`config.mk`:
```
export PLATFORM = sky130hd
export DESIGN_NAME = nlme_front
export DESIGN_NICKNAME = d
export VERILOG_FILES = /design/src/hdl/nlme_pkg.sv /design/src/hdl/nlme_front.sv
export SDC_FILE = /design/constraint.sdc
export NUM_CORES = 1
export LEC_CHECK = 0
export BUFFER_PORTS_ARGS = -buffer_cell sky130_fd_sc_hd__buf_2
export CORE_UTILIZATION = 51
export CTS_CLUSTER_DIAMETER = 120
export DETAILED_ROUTE_END_ITERATION = 16
export GPL_ROUTABILITY_DRIVEN = 0
export HOLD_SLACK_MARGIN = 0.15
export PLACE_DENSITY = 0.87
export SETUP_SLACK_MARGIN = 0.15
export SLEW_MARGIN = 20
export SYNTH_ARGS = -nofsm -noshare
export SYNTH_HDL_FRONTEND = slang
export SYNTH_SLANG_ARGS = --single-unit
```
`constraint.sdc`:
```
create_clock -name clk -period 2.3 [get_ports clk]
set_input_delay 0.345 -clock clk [delete_from_list [all_inputs] [get_ports clk]]
set_output_delay 0.345 -clock clk [all_outputs]
set_load 0.05 [all_outputs]
```
`src/hdl/nlme_pkg.sv`:
```
`timescale 1ns / 1ps
// ----------------------------------------------------------------------------
// nlme_pkg
// Shared types, status codes and the Manchester expansion for the
// nearest-level Manchester encoder.
// ----------------------------------------------------------------------------
package nlme_pkg;

  localparam logic [2:0] ST_ENCODED   = 3'd0;
  localparam logic [2:0] ST_LOADED    = 3'd1;
  localparam logic [2:0] ST_DUPLICATE = 3'd2;
  localparam logic [2:0] ST_FULL      = 3'd3;
  localparam logic [2:0] ST_NOMATCH   = 3'd4;

  localparam logic MODE_ENCODE = 1'b0;
  localparam logic MODE_LOAD   = 1'b1;

  typedef struct packed {
    logic               mode;
    logic signed [15:0] voltage;
    logic        [7:0]  level_code;
  } item_t;

  typedef struct packed {
    logic [2:0]  status;
    logic [7:0]  code;
    logic [15:0] symbol_word;
  } result_t;

  // Job handed from the front queue to the scan engine
  typedef struct packed {
    logic               is_load;
    logic signed [15:0] voltage;
    logic        [7:0]  level_code;
  } job_t;

  // Bit 1 becomes pair 01, bit 0 becomes pair 10, bit 0 in the low pair
  function automatic logic [15:0] manchester(input logic [7:0] c);
    logic [15:0] w;
    w = '0;
    for (int i = 0; i < 8; i++) begin
      w[2*i]   = c[i];
      w[2*i+1] = ~c[i];
    end
    return w;
  endfunction

endpackage

```
`src/hdl/nlme_front.sv`:
```
`timescale 1ns / 1ps
// ----------------------------------------------------------------------------
// nlme_front
// Accepts input items, classifies them as load or encode and holds them in a
// two-entry queue for the scan engine.
// ----------------------------------------------------------------------------
module nlme_front (
  input  logic          clk,
  input  logic          rst,
  input  logic          item_valid,
  output logic          item_stall,
  input  nlme_pkg::item_t item,
  output logic          job_valid,
  input  logic          job_take,
  output nlme_pkg::job_t  job
);
  import nlme_pkg::*;

  job_t       slots [2];
  logic       wr_ptr;
  logic       rd_ptr;
  logic [1:0] count;
  logic       push;
  logic       pop;

  assign item_stall = (count == 2'd2);
  assign push       = item_valid && !item_stall;
  assign pop        = job_take && job_valid;
  assign job_valid  = (count != 2'd0);
  assign job        = slots[rd_ptr];

  always_ff @(posedge clk) begin
    if (push) begin
      slots[wr_ptr].is_load    <= (item.mode == MODE_LOAD);
      slots[wr_ptr].voltage    <= item.voltage;
      slots[wr_ptr].level_code <= item.level_code;
    end
  end

  always_ff @(posedge clk) begin
    if (rst) begin
      wr_ptr <= 1'b0;
      rd_ptr <= 1'b0;
      count  <= 2'd0;
    end else begin
      if (push) begin
        wr_ptr <= ~wr_ptr;
      end
      if (pop) begin
        rd_ptr <= ~rd_ptr;
      end
      case ({push, pop})
        2'b10:   count <= count + 2'd1;
        2'b01:   count <= count - 2'd1;
        default: count <= count;
      endcase
    end
  end

endmodule

```
==> flow_results.org <==
** Worst setup path
- The critical path in this run is classified as reg -> out.
- In this run the critical register-to-register path is launched from count[0].
- R2R setup slack :: around 0.61 ns
- Sort of element at the end of the critical path :: primary output
- The worst setup path is launched from a flop.
- The endpoint identified for the worst register-to-register timing path is slots[0][6].
- R2R cell count :: 5
- Required @ worst endpoint :: 1.96 ns
- Endpoint arrival time on the critical path :: about 1.4 ns
- Crit Path Max Fanout :: 15

** Global routing
- The number of global-route vias before repair is between 1000 and 1500.
- The initial antenna violation count was 0.
- Global router's overall resource usage :: between 10% and 20%
- Entering global routing, the biggest net connects 26 pins.
- Total gr overflow :: 0
- Wire length of the first global-routing pass :: between 4 and 5 mm

** Synth
- Of the synthesized area, sequential elements account for 79.11%.
- Post-synthesis instance area :: roughly 2000 sq um
- Syn nets :: 134
- Flip-flop cell with the highest count after synthesis :: edfxtp_1
- After synthesis, the largest area contributor takes up between 70% and 80% of total cell area.
- Share of flip-flops with an asynchronous set or reset :: 0%
- edfxtp_1 takes more of the synthesized area than any other cell.
- Post-synthesis cell count :: roughly 100
- Average cell area after synthesis :: between 15 and 20 sq um
- By area the synthesized netlist is led by edfxtp_1, mux2_2, mux2_1.
- Number of different library cells in the post-synthesis netlist :: 19
- For this run, the number of Yosys warnings is 0.
- The commonest cells after synthesis are edfxtp_1, mux2_2, mux2_1, dfxtp_1.
- Most numerous cell in the Yosys netlist :: edfxtp_1
- The synthesized design contains 50 enable-type register cells.
- The synthesized design contains 55 register bits.

** Drt
- Average vias per placed instance :: around 5.0
- Routed len/inst :: 14.57 um
- For this block, the routed nets add up to 3.147 mm of wire.
- For this block, the initial DRC count from the detailed router was 29.
- DRC violations left :: 0
- For this run, the detailed router's first-pass iteration total came to 4.
- Number of routed nets with antenna violations :: 0
- Number of vias in the routed layout :: about 1100

** Pwr
- Worst IR Drop VDD :: 667.5 uV
- P per Cell Area :: 1252 nW/um^2
- Pwr Total :: slightly above 3 mW
- Leakage Power :: 0.9501 nW

** STA
- Clock skew on the completed layout was measured at around 0.0056 ns.
- Post-layout min period :: ~1.8 ns
- Worst Hold Margin :: about 0.24 ns
- At the pin with the least slew margin, the transition time is 0.3335 ns.
- Setup TNS :: 0 ns
- Based on the critical path, the design can be clocked at up to 561.4 MHz.
- Pins over their slew limit :: 0
- Part of the cycle the worst path needs :: 77.45%
- Fin. Hold Viols :: 0
- Setup-violating endpoint count in the final report :: 0
- Setup repair after global routing left no endpoint under its margin.
- The worst pin sits at a relative slew slack of just under 80%.

** Floorplan
- Count of pins on the block boundary :: 56
- Row Count :: 22
- The floorplan step defined a core boundary enclosing ~3700 sq um.
- Height of the chip :: 65.01 um
- The floorplan step set the die width to approximately 65 um.
- The floorplan step defined a die boundary enclosing about 4200 sq um.
- Starting Density :: a little over half

** Worst hold path
- For hold timing, the worst endpoint is slots[0][7].
- Along the worst hold path, the cell count comes to 1.
- Class of the most critical hold timing path :: in -> reg
- Hold wc startpoint :: item[7]

** Clocking
- TritonCTS clock tree :: done
- In this run, post-CTS repair resized a total of 0 instances.
- Number of buffers added to fix hold violations after cts :: 0
- Reg clk slew, reported paths :: about 0.080 ns
- Post-CTS Repair Setup Buffers :: 0
- CTS Sinks :: 55
- Counting along the longest clock path gives a buffer depth of 2.
- Insertion delay to the later sink of the worst-skew pair :: around 0.29 ns
- Clock tree synthesis selected as its root buffer the cell clkbuf_8.
- In this run, CTS created clock tree buffers numbering 5.
- Clock H-tree levels :: 2

** Placed design
- Number of I/O port buffers :: 55
- After legalization and detailed placement, the total HPWL measured around 2.2 mm.
- Placed Cells incl. Taps :: 208
- The placed instances occupy a cell area of 2375 sq um.

** Final layout
- The repair_antennas step left the layout with diodes totalling 0.
- Number of standard cells in the final layout excluding fillers :: roughly 220
- Compared with the post-synthesis result, the final layout area differs by 21.26%.
- The post-route netlist has 48.21% of its cells at a drive strength greater than 1.
- With fillers left out, the area of the finished cells amounts to roughly 2500 sq um.
- After the last flow step, the layout net total stands at just under 200.

** Flow run
- Across the run, the number of max-cap violations was 0.

** Status
- Outcome :: finished clean
[area by class of cell]
| class | count | area, sq um |
|---|---|---|
| fill | 283 | 1289 |
| inverter | 3 | 11.26 |
| timing repair buffer | 59 | 305.3 |
| clock buffer | 6 | 72.57 |
| sequential | 55 | 1602 |
| multi-input combinational | 43 | 396.6 |
| clock inverter | 2 | 7.507 |
| tap | 48 | 60.06 |
[registers in the layout, indices dropped and copies added, names as in the netlist, named ones only]
signal  flops
slots      50
count       2
rd_ptr      1
wr_ptr      1
[cells by family (layout without fill, tap and decap cells)]
group	Yosys count	after routing	synth area share, %
muxes	25	25	13.91
adders and majority gates	1	1	0.6179
and+or+nand+nor	9	9	2.411
AOI/OAI and AO/OA	5	5	1.360
buffers and inverters	6	70	1.298
DFF	55	55	79.11
xor gates and xnor gates	3	3	1.298
[per-stage QoR]
stage | utilization (%) | setup slack (ns)
after CTS | 65.57 | 0.5018
after global placement | 63.44 | 0.7163
after global routing | 65.57 | 0.4477
final | 65.57 | 0.5187
after floorplan | - | 0.4140
after detailed placement | 63.44 | 0.6306
[how the worst max path moves through the flow]
stage / end
after floorplan: slots[0][0]
after global placement: slots[0][18]
after detailed placement: slots[0][18]
after CTS: job[3]
after global routing: job[14]
final: job[14]
[routing by layer]
metal	routed length [um]	track usage (%)
met4	56	9.722
met2	1723	28.13
met5	0	0
met1	1219	16.06
met3	148	3.521
[cells in the final DEF, fill, tap and decap left out, drive strengths merged]
cell    Yosys  final
mux2       25     25
a21oi       2      2
dfxtp       5      5
nor2        3      3
clkbuf      0      6
clkinv      0      2
inv         3      3
or2         1      1
xor2        1      1
and3        1      1
o21ai       2      2
nand2       1      1
xnor2       2      2
nand2b      1      1
buf         3     59
ha          1      1
or3         2      2
edfxtp     50     50
o21a        1      1
[where the power goes]
| group | switching, mW | internal, mW | total (mW) |
|---|---|---|---|
| clock network | 0.255 | 0.208 | 0.463 |
| logic | 0.921 | 0.365 | 1.29 |
| registers | 0.0584 | 1.27 | 1.33 |
| total | 1.23 | 1.84 | 3.07 |
[critical path, cell delays in order, from the launching register on]
cell     delay [ns]
dfxtp_1        0.33
buf_4          0.23
mux2_1         0.36
buf_2          0.22
Note: power is estimated with default switching activity, not from simulation.
